===== config.mk =====
export PLATFORM = sky130hd
export DESIGN_NAME = wildcard_byte_pattern_scanner
export DESIGN_NICKNAME = d
export VERILOG_FILES = /design/src/design/wbps_pkg.sv /design/src/design/wbps_pattern.sv /design/src/design/wbps_cell.sv /design/src/design/wildcard_byte_pattern_scanner.sv
export SDC_FILE = /design/constraint.sdc
export NUM_CORES = 2
export LEC_CHECK = 0
export ABC_AREA = 1
export CORE_ASPECT_RATIO = 0.6
export CORE_UTILIZATION = 30
export DETAILED_ROUTE_END_ITERATION = 8
export DONT_BUFFER_PORTS = 1
export PLACE_DENSITY = 0.41
export SYNTH_ARGS = -nofsm -noshare
export SYNTH_HDL_FRONTEND = slang
export SYNTH_SLANG_ARGS = --single-unit
export TNS_END_PERCENT = 20

===== constraint.sdc =====
create_clock -name aclk -period 25.6 [get_ports aclk]
set_input_delay 2.56 -clock aclk [delete_from_list [all_inputs] [get_ports aclk]]
set_output_delay 2.56 -clock aclk [all_outputs]
set_load 0.005 [all_outputs]

===== src/design/wbps_pkg.sv =====
// Shared constants, widths and codes of the wildcard byte pattern scanner.
`default_nettype none

package wbps_pkg;

    // Default sizes of the scanner.
    localparam int PATTERN_MAX_DEF  = 64;
    localparam int ADDRESS_BITS_DEF = 48;

    // Fixed field widths.
    localparam int BYTE_W     = 8;
    localparam int PIDX_W     = 6;
    localparam int LEN_CFG_W  = 7;
    localparam int BASE_W     = 48;
    localparam int CFG_IDX_W  = 2;
    localparam int CFG_DATA_W = 48;
    localparam int S_TDATA_W  = 16;
    localparam int M_TDATA_W  = 48;

    // Input item kinds carried on s_tuser.
    localparam logic REQ_LOAD = 1'b0;
    localparam logic REQ_DATA = 1'b1;

    // Configuration register indexes.
    localparam logic [CFG_IDX_W-1:0] REG_PATTERN_LENGTH = 2'd0;
    localparam logic [CFG_IDX_W-1:0] REG_REGION_BASE    = 2'd1;
    localparam logic [CFG_IDX_W-1:0] REG_FIRST_ONLY     = 2'd2;

endpackage

`default_nettype wire


===== src/design/wbps_pattern.sv =====
// Pattern store and the aligner that lines pattern bytes up with the window cells.
`default_nettype none

module wbps_pattern #(
    parameter int PATTERN_MAX = wbps_pkg::PATTERN_MAX_DEF,
    parameter int LEN_W       = $clog2(PATTERN_MAX + 1)
) (
    input  wire logic                           aclk,
    input  wire logic                           wr_en,
    input  wire logic [wbps_pkg::PIDX_W-1:0]    wr_index,
    input  wire logic [wbps_pkg::BYTE_W-1:0]    wr_byte,
    input  wire logic [LEN_W-1:0]               len_i,
    output logic      [wbps_pkg::BYTE_W-1:0]    mapped_o [PATTERN_MAX]
);

    localparam int SH_W = $clog2(PATTERN_MAX);

    logic [wbps_pkg::BYTE_W-1:0] pat_reg [PATTERN_MAX];
    logic [wbps_pkg::BYTE_W-1:0] map_reg [PATTERN_MAX];
    logic [wbps_pkg::BYTE_W-1:0] stg [SH_W+1][PATTERN_MAX];
    logic [SH_W-1:0]             shift_amt;

    always_ff @(posedge aclk) begin
        for (int k = 0; k < PATTERN_MAX; k++) begin
            if (wr_en && (32'(wr_index) == k)) begin
                pat_reg[k] <= wr_byte;
            end
        end
    end

    // Cell j compares against pattern byte len-1-j: reverse the store, then
    // shift down by PATTERN_MAX-len in log2 steps.
    assign shift_amt = SH_W'(32'(PATTERN_MAX) - 32'(len_i));

    always_comb begin
        for (int j = 0; j < PATTERN_MAX; j++) begin
            stg[0][j] = pat_reg[PATTERN_MAX-1-j];
        end
        for (int l = 0; l < SH_W; l++) begin
            for (int j = 0; j < PATTERN_MAX; j++) begin
                if (!shift_amt[l]) begin
                    stg[l+1][j] = stg[l][j];
                end else if (j + (1 << l) < PATTERN_MAX) begin
                    stg[l+1][j] = stg[l][j + (1 << l)];
                end else begin
                    stg[l+1][j] = '0;
                end
            end
        end
    end

    always_ff @(posedge aclk) begin
        map_reg <= stg[SH_W];
    end

    assign mapped_o = map_reg;

endmodule

`default_nettype wire


===== src/design/wbps_cell.sv =====
// One window cell: holds a window byte, passes it on, and checks it against its pattern byte.
`default_nettype none

module wbps_cell #(
    parameter int IDX   = 0,
    parameter int LEN_W = 7
) (
    input  wire logic                        aclk,
    input  wire logic                        shift_en,
    input  wire logic                        hit_en,
    input  wire logic [wbps_pkg::BYTE_W-1:0] byte_i,
    input  wire logic [wbps_pkg::BYTE_W-1:0] pat_i,
    input  wire logic [LEN_W-1:0]            len_i,
    output logic      [wbps_pkg::BYTE_W-1:0] byte_o,
    output logic                             hit_o
);

    logic [wbps_pkg::BYTE_W-1:0] win_reg;
    logic                        hit_reg;
    logic                        hit_next;
    logic                        active;
    logic                        head;

    assign active = 32'(len_i) > IDX;
    assign head   = 32'(len_i) == IDX + 1;

    // The head cell holds the candidate's first byte, which never takes a wildcard.
    always_comb begin
        if (!active) begin
            hit_next = 1'b1;
        end else if (head) begin
            hit_next = (win_reg == pat_i);
        end else begin
            hit_next = (pat_i == '0) || (win_reg == pat_i);
        end
    end

    always_ff @(posedge aclk) begin
        if (shift_en) begin
            win_reg <= byte_i;
        end
        if (hit_en) begin
            hit_reg <= hit_next;
        end
    end

    assign byte_o = win_reg;
    assign hit_o  = hit_reg;

endmodule

`default_nettype wire


===== src/design/wildcard_byte_pattern_scanner.sv =====
// Top level of the wildcard byte pattern scanner: handshakes, counter, cell row and result stage.
//
//  channel  direction  handshake            payload
//  s_       in         s_tvalid / s_tready  s_tuser kind, s_tdata index+byte, s_tlast
//  m_       out        m_tvalid / m_tready  m_tuser match, m_tdata address, m_tlast
//  cfg_     in         cfg_valid/cfg_ready  cfg_index, cfg_data
//
// One item per cycle while the output is not stalled. A data byte enters the window
// row at acceptance, its cell compares are registered into stage B, and a result for
// a match or a region end is registered into the output register that drives m_tvalid.
// Reset (aresetn low at a clock edge) empties all stages and restores the registers.
// A stalled output holds the stages behind it; each stage refills as soon as it empties.
`default_nettype none

module wildcard_byte_pattern_scanner #(
    parameter int PATTERN_MAX  = wbps_pkg::PATTERN_MAX_DEF,
    parameter int ADDRESS_BITS = wbps_pkg::ADDRESS_BITS_DEF
) (
    input  wire logic                              aclk,
    input  wire logic                              aresetn,
    input  wire logic                              s_tvalid,
    output logic                                   s_tready,
    // [5:0] pattern_index, [13:6] item_byte, [15:14] zero
    input  wire logic [wbps_pkg::S_TDATA_W-1:0]    s_tdata,
    // req_type
    input  wire logic                              s_tuser,
    input  wire logic                              s_tlast,
    output logic                                   m_tvalid,
    input  wire logic                              m_tready,
    // [47:0] match_address
    output logic      [wbps_pkg::M_TDATA_W-1:0]    m_tdata,
    // match_valid
    output logic                                   m_tuser,
    output logic                                   m_tlast,
    input  wire logic                              cfg_valid,
    output logic                                   cfg_ready,
    input  wire logic [wbps_pkg::CFG_IDX_W-1:0]    cfg_index,
    input  wire logic [wbps_pkg::CFG_DATA_W-1:0]   cfg_data
);

    localparam int LEN_W = $clog2(PATTERN_MAX + 1);

    // Configuration.
    logic [wbps_pkg::LEN_CFG_W-1:0] len_cfg_reg;
    logic [wbps_pkg::BASE_W-1:0]    region_base_reg;
    logic                           first_only_reg;
    logic [LEN_W-1:0]               len_eff;

    // Handshake and stage control.
    logic s_acc;
    logic data_acc;
    logic load_acc;
    logic adv_b;
    logic adv_c;
    logic a_leave;
    logic b_take;

    // Stage A: byte in the window row.
    logic                    a_valid_reg;
    logic                    a_last_reg;
    logic [ADDRESS_BITS-1:0] cnt_reg;
    logic [ADDRESS_BITS-1:0] cnt_base;
    logic [ADDRESS_BITS-1:0] cnt_next;

    // Stage B: registered cell compares.
    logic                    b_valid_reg;
    logic                    b_last_reg;
    logic                    b_enough_reg;
    logic [ADDRESS_BITS-1:0] b_off_reg;
    logic [PATTERN_MAX-1:0]  hit_vec;

    // Result stage.
    logic                           found_reg;
    logic                           m_valid_reg;
    logic [wbps_pkg::M_TDATA_W-1:0] m_data_reg;
    logic                           m_match_reg;
    logic                           m_done_reg;
    logic                           hit;
    logic                           report;
    logic [ADDRESS_BITS-1:0]        addr_sum;

    logic [wbps_pkg::BYTE_W-1:0] mapped   [PATTERN_MAX];
    logic [wbps_pkg::BYTE_W-1:0] win_link [PATTERN_MAX+1];

    assign cfg_ready = 1'b1;

    always_ff @(posedge aclk) begin
        if (!aresetn) begin
            len_cfg_reg     <= wbps_pkg::LEN_CFG_W'(1);
            region_base_reg <= '0;
            first_only_reg  <= 1'b0;
        end else if (cfg_valid) begin
            case (cfg_index)
                wbps_pkg::REG_PATTERN_LENGTH: begin
                    len_cfg_reg <= cfg_data[wbps_pkg::LEN_CFG_W-1:0];
                end
                wbps_pkg::REG_REGION_BASE: begin
                    region_base_reg <= cfg_data[wbps_pkg::BASE_W-1:0];
                end
                wbps_pkg::REG_FIRST_ONLY: begin
                    first_only_reg <= cfg_data[0];
                end
                default: begin
                end
            endcase
        end
    end

    always_comb begin
        if (len_cfg_reg == '0) begin
            len_eff = LEN_W'(1);
        end else if (32'(len_cfg_reg) > PATTERN_MAX) begin
            len_eff = LEN_W'(PATTERN_MAX);
        end else begin
            len_eff = LEN_W'(len_cfg_reg);
        end
    end

    assign adv_c    = !m_valid_reg || m_tready;
    assign adv_b    = !b_valid_reg || adv_c;
    assign s_tready = !a_valid_reg || adv_b;
    assign s_acc    = s_tvalid && s_tready;
    assign data_acc = s_acc && (s_tuser == wbps_pkg::REQ_DATA);
    assign load_acc = s_acc && (s_tuser == wbps_pkg::REQ_LOAD);
    assign a_leave  = a_valid_reg && adv_b;
    assign b_take   = b_valid_reg && adv_c;

    // The count restarts when the region's last byte leaves stage A.
    assign cnt_base = (a_leave && a_last_reg) ? '0 : cnt_reg;
    assign cnt_next = (&cnt_base) ? cnt_base : cnt_base + ADDRESS_BITS'(1);

    always_ff @(posedge aclk) begin
        if (!aresetn) begin
            a_valid_reg <= 1'b0;
            cnt_reg     <= '0;
        end else begin
            if (data_acc) begin
                a_valid_reg <= 1'b1;
                cnt_reg     <= cnt_next;
            end else begin
                if (a_leave) begin
                    a_valid_reg <= 1'b0;
                end
                cnt_reg <= cnt_base;
            end
        end
    end

    always_ff @(posedge aclk) begin
        if (data_acc) begin
            a_last_reg <= s_tlast;
        end
    end

    wbps_pattern #(
        .PATTERN_MAX (PATTERN_MAX),
        .LEN_W       (LEN_W)
    ) u_pattern (
        .aclk     (aclk),
        .wr_en    (load_acc),
        .wr_index (s_tdata[wbps_pkg::PIDX_W-1:0]),
        .wr_byte  (s_tdata[wbps_pkg::PIDX_W +: wbps_pkg::BYTE_W]),
        .len_i    (len_eff),
        .mapped_o (mapped)
    );

    assign win_link[0] = s_tdata[wbps_pkg::PIDX_W +: wbps_pkg::BYTE_W];

    for (genvar j = 0; j < PATTERN_MAX; j++) begin : g_cell
        wbps_cell #(
            .IDX   (j),
            .LEN_W (LEN_W)
        ) u_cell (
            .aclk     (aclk),
            .shift_en (data_acc),
            .hit_en   (adv_b),
            .byte_i   (win_link[j]),
            .pat_i    (mapped[j]),
            .len_i    (len_eff),
            .byte_o   (win_link[j+1]),
            .hit_o    (hit_vec[j])
        );
    end

    always_ff @(posedge aclk) begin
        if (!aresetn) begin
            b_valid_reg <= 1'b0;
        end else if (adv_b) begin
            b_valid_reg <= a_valid_reg;
        end
    end

    always_ff @(posedge aclk) begin
        if (adv_b) begin
            b_last_reg   <= a_last_reg;
            b_enough_reg <= cnt_reg >= ADDRESS_BITS'(len_eff);
            b_off_reg    <= cnt_reg - ADDRESS_BITS'(len_eff);
        end
    end

    assign hit      = b_enough_reg && (&hit_vec);
    assign report   = hit && !(first_only_reg && found_reg);
    assign addr_sum = ADDRESS_BITS'(region_base_reg) + b_off_reg;

    always_ff @(posedge aclk) begin
        if (!aresetn) begin
            m_valid_reg <= 1'b0;
            found_reg   <= 1'b0;
        end else begin
            if (b_take && (report || b_last_reg)) begin
                m_valid_reg <= 1'b1;
            end else if (m_tready) begin
                m_valid_reg <= 1'b0;
            end
            if (b_take) begin
                found_reg <= b_last_reg ? 1'b0 : (found_reg || hit);
            end
        end
    end

    always_ff @(posedge aclk) begin
        if (b_take && (report || b_last_reg)) begin
            m_match_reg <= report;
            m_done_reg  <= b_last_reg;
            m_data_reg  <= report ? wbps_pkg::M_TDATA_W'(addr_sum) : '0;
        end
    end

    assign m_tvalid = m_valid_reg;
    assign m_tdata  = m_data_reg;
    assign m_tuser  = m_match_reg;
    assign m_tlast  = m_done_reg;

    // A result always reports a match, the end of a region, or both.
    a_result_has_cause: assert property (@(posedge aclk) disable iff (!aresetn)
        m_valid_reg |-> (m_match_reg || m_done_reg))
        else $error("result item without match or region end");

    // A result without a match carries a zero address.
    a_nomatch_zero_addr: assert property (@(posedge aclk) disable iff (!aresetn)
        (m_valid_reg && !m_match_reg) |-> (m_data_reg == '0))
        else $error("non-match result with nonzero address");

    // The end of a region clears the found flag.
    a_found_cleared: assert property (@(posedge aclk) disable iff (!aresetn)
        (b_take && b_last_reg) |=> !found_reg)
        else $error("found flag survived region end");

    // A data byte taken in always occupies the window stage next cycle.
    a_data_enters: assert property (@(posedge aclk) disable iff (!aresetn)
        data_acc |=> a_valid_reg)
        else $error("accepted data byte lost before compare");

endmodule

`default_nettype wire

## Word level (Yosys, flattened, before mapping)

Memories as Yosys holds them, arrays and structs flattened.
Index checks and enable logic that the tools add are counted.
W data, S select, Z words.

- Output and inout bits: 53
- RAM bits: 512
- Word-level logic and storage cells: 1499
- Memories kept: 1
- Register bits after elaboration: 1297

- Bitwise operators: 1
- Multiplexer cells: 743
- Order comparisons: 66
- Add/sub/neg operators: 4
- Eq/ne operators: 193
- Reductions and logical operators: 284

Memories:

| memory | words | bits a word | rd ports | clocked after memory_dff | wr ports | RTL line | RTL |
|---|---|---|---|---|---|---|---|
| u_pattern.pat_reg | 64 | 8 | 64 | 0 | 1 | wbps_pattern.sv:18 | `logic [wbps_pkg::BYTE_W-1:0] pat_reg [PATTERN_MAX];` |

Operators with widths:

| cell | number |
|---|---|
| $mux W8 | 415 |
| $eq A8 B8 Y1 | 64 |
| $logic_not A8 Y1 | 64 |
| $reduce_or A8 Y1 | 63 |
| $mux W6 | 63 |
| $mux W1 | 260 |
| $eq A7 B6 Y1 const B | 32 |
| $gt A7 B6 Y1 const B | 32 |
| $eq A6 B6 Y1 const B | 32 |
| $mux W48 | 3 |
| $eq A7 B5 Y1 const B | 16 |
| $gt A7 B5 Y1 const B | 16 |
| $eq A6 B5 Y1 const B | 16 |
| $logic_and A1 B1 Y1 | 74 |
| $logic_or A1 B1 Y1 | 69 |
| $reduce_and A64 Y1 | 1 |
| $eq A7 B4 Y1 const B | 8 |
| $gt A7 B4 Y1 const B | 8 |
| $add A48 B1 Y48 const B | 1 |
| $add A48 B48 Y48 | 1 |
| $eq A6 B4 Y1 const B | 8 |
| $ge A48 B7 Y1 | 1 |
| $reduce_and A48 Y1 | 1 |
| $sub A48 B7 Y48 | 1 |
| other kinds (22) | 42 |

## Longest topological paths before layout

- Depth after elaboration: 73
- Gate-level depth with buffers: 22
- Gate-level depth less buffers: 19

## Worst setup path after synthesis

OpenSTA, ideal clock, no wires.

- Path kind: input port to flip-flop
- From: input m_tready
- To: register cnt_reg[16]
- Stages on the path: 10
- Data required time: 25480 ps
- Slack: 5150 ps
- Setup time: 120 ps
- Arrival time: 20330 ps
- Buffers on the path: 2
- Path through: inv_1 -> nand3_2 -> nor2_1 -> inv_1 -> nand2_1 -> nor2_1 -> clkbuf_1 -> clkbuf_1 -> o21ai_0 -> a21oi_1

RTL lines:

| element | RTL line | RTL |
|---|---|---|
| start: declaration | wildcard_byte_pattern_scanner.sv:29 | `input wire logic m_tready,` |
| $logic_or A1 B1 Y1 | wildcard_byte_pattern_scanner.sv:119 | `assign adv_c = !m_valid_reg \|\| m_tready;` |
| $logic_or A1 B1 Y1 | wildcard_byte_pattern_scanner.sv:120 | `assign adv_b = !b_valid_reg \|\| adv_c;` |
| named net adv_b | wildcard_byte_pattern_scanner.sv:53 | `logic adv_b;` |
| $logic_or A1 B1 Y1 | wildcard_byte_pattern_scanner.sv:121 | `assign s_tready = !a_valid_reg \|\| adv_b;` |
| named net s_tready | wildcard_byte_pattern_scanner.sv:22 | `output logic s_tready,` |
| $logic_and A1 B1 Y1 | wildcard_byte_pattern_scanner.sv:122 | `assign s_acc = s_tvalid && s_tready;` |
| $logic_and A1 B1 Y1 | wildcard_byte_pattern_scanner.sv:123 | `assign data_acc = s_acc && (s_tuser == wbps_pkg::REQ_DATA);` |
| named net data_acc | wildcard_byte_pattern_scanner.sv:51 | `logic data_acc;` |
| $mux W48 | wildcard_byte_pattern_scanner.sv:137 | `if (data_acc) begin` |
| end signal: assignment | wildcard_byte_pattern_scanner.sv:139 | `cnt_reg <= cnt_next;` |
| end signal: assignment | wildcard_byte_pattern_scanner.sv:144 | `cnt_reg <= cnt_base;` |
| end: declaration | wildcard_byte_pattern_scanner.sv:61 | `logic [ADDRESS_BITS-1:0] cnt_reg;` |

The timed path passes the listed nets, and every way through them passes these cells.
A chain may end at the register's enable or synchronous reset.

## Worst setup path after layout

- From: register len_cfg_reg[6] (netlist name)
- To: register u_pattern.map_reg (netlist bit u_pattern.mapped_o[247])

- Longest elaborated chain between the ends: 9

Ends and longest elaborated chain:

| element | RTL line | RTL |
|---|---|---|
| start: declaration | wildcard_byte_pattern_scanner.sv:44 | `logic [wbps_pkg::LEN_CFG_W-1:0] len_cfg_reg;` |
| start signal: assignment | wildcard_byte_pattern_scanner.sv:89 | `len_cfg_reg <= wbps_pkg::LEN_CFG_W'(1);` |
| start signal: assignment | wildcard_byte_pattern_scanner.sv:95 | `len_cfg_reg <= cfg_data[wbps_pkg::LEN_CFG_W-1:0];` |
| $gt A7 B7 Y1 | wildcard_byte_pattern_scanner.sv:112 | `end else if (32'(len_cfg_reg) > PATTERN_MAX) begin` |
| $mux W7 | wildcard_byte_pattern_scanner.sv:112 |  |
| $mux W7 * | wildcard_byte_pattern_scanner.sv:110 | `if (len_cfg_reg == '0) begin` |
| $sub A1 B6 Y6 * | wbps_pattern.sv:33 | `assign shift_amt = SH_W'(32'(PATTERN_MAX) - 32'(len_i));` |
| $mux W8 (5 in series) | wbps_pattern.sv:41 | `if (!shift_amt[l]) begin` |
| end signal: assignment | wbps_pattern.sv:53 | `map_reg <= stg[SH_W];` |
| end: declaration | wbps_pattern.sv:19 | `logic [wbps_pkg::BYTE_W-1:0] map_reg [PATTERN_MAX];` |

Every way passes the cells marked *; elsewhere a longest branch is shown, timed or not.

==> impl_metrics.json <==
{
  "status": "finished with violations",
  "violations": "DRC",
  "rsz0062_at_grt": "false",
  "synth_edf_count": 1189,
  "max_freq_mhz": 111,
  "powerDensity_mw_per_mm2": 85.0,
  "cts_hold_buf": 0,
  "final_hold_viol_count": 0,
  "reg2reg_from": "len_cfg_reg[6]$_SDFFE_PN0P_",
  "grt_pass1_wl_um": 828000,
  "vias": 104000,
  "final_util_pct": 33.7,
  "synth-seq-cells": 1809,
  "synth_cells": 13200,
  "path_clk_slew_ns": 0.07,
  "peakVddDrop_mv": 0.0526,
  "via_per_inst": 5.96,
  "tightest_slew_ns": 1.46,
  "slew_headroom_pct": 2.45,
  "remaining_drc_errors": 6,
  "dp_hpwl_um": 487000,
  "core_sq_mm": 0.339,
  "cts_tree": "yes",
  "root_buffer": "clkbuf_16",
  "grt_pass1_vias": 92600,
  "syn-num-nets": 13300,
  "antenna_found_initial": 147,
  "fin_setup_tns_ns": 0,
  "grt_max_degree": 164,
  "slew_violations": 0,
  "r2r_cells": 20,
  "fin_nets": 12800,
  "cts_resized": 0,
  "synth_cell_types": 57,
  "die_w_um": 757,
  "first_pass_iters": 9,
  "drive_above_1_share_pct": 4.96,
  "end_kind": "register",
  "start_util_pct": 30.3,
  "grtUsageTotal_pct": 35.1,
  "leakagePower_nw": 46.2,
  "cap_violations": 0,
  "die_y_um": 455,
  "ant_nets": 0,
  "clock_path_buffers": 4,
  "fin_skew_ns": 0.0925,
  "ios": 126,
  "synth_area_per_cell_sq_um": 7.79,
  "finalSetupViolCount": 0,
  "critical_path_class": "reg -> reg",
  "instances_no_fill": 17500,
  "ys.flop_type": "edfxtp_1",
  "synth_warnings": 0,
  "fp.dieArea_sq_mm": 0.344,
  "cts_buffers": 203,
  "timing.rr.end": "u_pattern.mapped_o[247]$_SDFF_PP0_",
  "worst_slack_ns": 16.56,
  "syn-cell-area_sq_mm": 0.103,
  "hp-class": "reg -> reg",
  "num_rows": 165,
  "gp_congestion": 1.04,
  "fin_crit_ns": 9.04,
  "cp_data_arrival_time_ns": 9.74,
  "async_flop_share_pct": 0,
  "reg2reg_setup_slack_ns": 16.56,
  "dp.cells": 17000,
  "area_growth_pct": 11.3,
  "cts_setup_buffers": 0,
  "gr-total-overflow": 0,
  "worstPathRequired_ns": 26.30,
  "crit_fanout": 140,
  "wire_per_inst_um": 35.8,
  "worst_setup_path_start_kind": "register",
  "clk_latency_ns": 0.95,
  "yosysSeqAreaShare_pct": 46.9,
  "clock_sinks": 1809,
  "wirelength_um": 627000,
  "fin_crit_sh_pct": 35.3,
  "portBuffers": 0,
  "hold-path-cell-count": 0,
  "drtIter0Drc": 16200,
  "crit_start": "len_cfg_reg[6]$_SDFFE_PN0P_",
  "hp-start": "g_cell[22].u_cell.byte_o[6]$_DFFE_PP_",
  "htree_levels": 4,
  "place_ws_ns": 17.05,
  "holdPathEnd": "g_cell[23].u_cell.byte_o[6]$_DFFE_PP_"
}
## critical path, cell delays in order, from the launching register on
cell and delay, ns:
dfxtp_1 0.31, buf_4 0.28, inv_1 0.43, nand4_1 0.23, buf_4 0.59, nand2_4 0.30, inv_1 0.15, buf_4 0.47
ha_1 0.76, inv_1 0.39, xor2_4 0.24, buf_4 0.50, buf_4 0.64, buf_4 0.51, buf_12 0.58, buf_4 0.73
nand3_1 0.41, nand3_1 0.26, nand3_1 0.12, nand2_1 0.36, nor2_1 0.23
## metal layers
metal  routed length, um  GRT usage (%)  share of wire [%]
met1              297000           53.6                 47
met2              216000           42.2                 34
met5                1020          0.572               0.16
met3               94600           17.0                 15
met4               18600           9.21                3.0
## synthesized netlist by cell type (3+ instances only)
cell | instances | area, sq um
buf_1 | 169 | 634
nand3b_1 | 25 | 188
a21o_1 | 6 | 45.0
o2111ai_1 | 17 | 149
nor3_1 | 125 | 626
clkbuf_1 | 363 | 1360
o21a_1 | 10 | 75.1
xor2_2 | 3 | 48.8
o21bai_1 | 15 | 113
a31oi_1 | 27 | 169
buf_2 | 284 | 1420
inv_2 | 9 | 33.8
o22ai_1 | 3 | 18.8
or2_2 | 51 | 319
and3_1 | 51 | 319
nor2_2 | 5 | 31.3
nand2_2 | 5 | 31.3
a21oi_1 | 141 | 706
nand2_1 | 2641 | 9910
inv_1 | 769 | 2890
a2111oi_0 | 4 | 35.0
nand3_1 | 4657 | 23300
nor4_1 | 175 | 1090
dfxtp_1 | 620 | 12400
xnor2_1 | 316 | 2770
nor3b_1 | 3 | 22.5
ha_1 | 59 | 738
nor2_1 | 758 | 2850
a32oi_1 | 9 | 78.8
xor2_1 | 181 | 1590
buf_4 | 11 | 82.6
o21ai_0 | 184 | 921
a21boi_0 | 4 | 30.0
edfxtp_1 | 1189 | 35700
o311ai_0 | 3 | 26.3
nand4_1 | 203 | 1270
a221oi_1 | 4 | 35.0
o221ai_1 | 8 | 70.1
a211oi_1 | 7 | 52.6
o211ai_1 | 31 | 233
## cell families after synthesis
group	synth area share, %
flip-flops	46.9
AND/OR/NAND/NOR	39.1
other	0.00365
adder cells (fa/ha/maj)	0.758
AO/OA/AOI/OAI	2.72
buffers and inverters	6.29
XOR/XNOR	4.29
## final cells by class
cell class                 count  area (sq um)
tap                         4509          5640
antenna                      166           415
clock inverter               107          1430
fill                       36000        224000
multi-input combinational   9751         48600
sequential                  1809         48100
clock buffer                 262          5680
timing repair buffer         156          1350
inverter                     780          2960
## worst max-delay path by stage
stage                     cells after the start                                 end  slack (ns)
after floorplan                              10              cnt_reg[16]$_SDFF_PN0_        5.15
after global routing                         20  u_pattern.mapped_o[247]$_SDFF_PP0_       16.64
after detailed placement                     20  u_pattern.mapped_o[247]$_SDFF_PP0_       17.05
after CTS                                    20  u_pattern.mapped_o[247]$_SDFF_PP0_       16.97
after global placement                       20  u_pattern.mapped_o[247]$_SDFF_PP0_       17.05
final                                        20  u_pattern.mapped_o[247]$_SDFF_PP0_       16.56
## placed cells by master, fill, tap and decap left out, drive strengths merged, types with 6 or more instances in the layout
cell type  instances
xor2             184
o21ai            185
nor2             764
a32oi              9
nand3           4659
bufinv            31
a31oi             27
clkinvlp           7
nand2           2647
nand3b            25
a21o               6
xnor2            316
o21bai            15
a21oi            141
clkbuf           262
nand4            204
edfxtp          1189
o211ai            31
o21a              10
o221ai             8
clkinv            53
diode            166
or2               52
a211oi             7
inv              796
buf              156
dfxtp            620
ha                59
nor4             175
and3              51
o2111ai           17
nor3             126
## per-stage QoR
stage	area, sq um	power, mW	hold slack (ns)
2_1_floorplan	103000	5.07	0.424
3_3_place_gp	107000	6.35	0.440
3_5_place_dp	107000	6.34	0.435
4_1_cts	114000	9.58	0.431
5_1_grt	114000	9.97	0.455
6_report	114000	9.71	0.438
## power breakdown
| group | total, mW | internal, mW | switching [mW] | leakage, nW |
|---|---|---|---|---|
| clock | 3.26 | 1.89 | 1.37 | 3.49 |
| combinational | 2.86 | 0.666 | 2.19 | 26.6 |
| sequential | 3.59 | 3.30 | 0.291 | 16.1 |
Power figures use the tool's default switching activity.
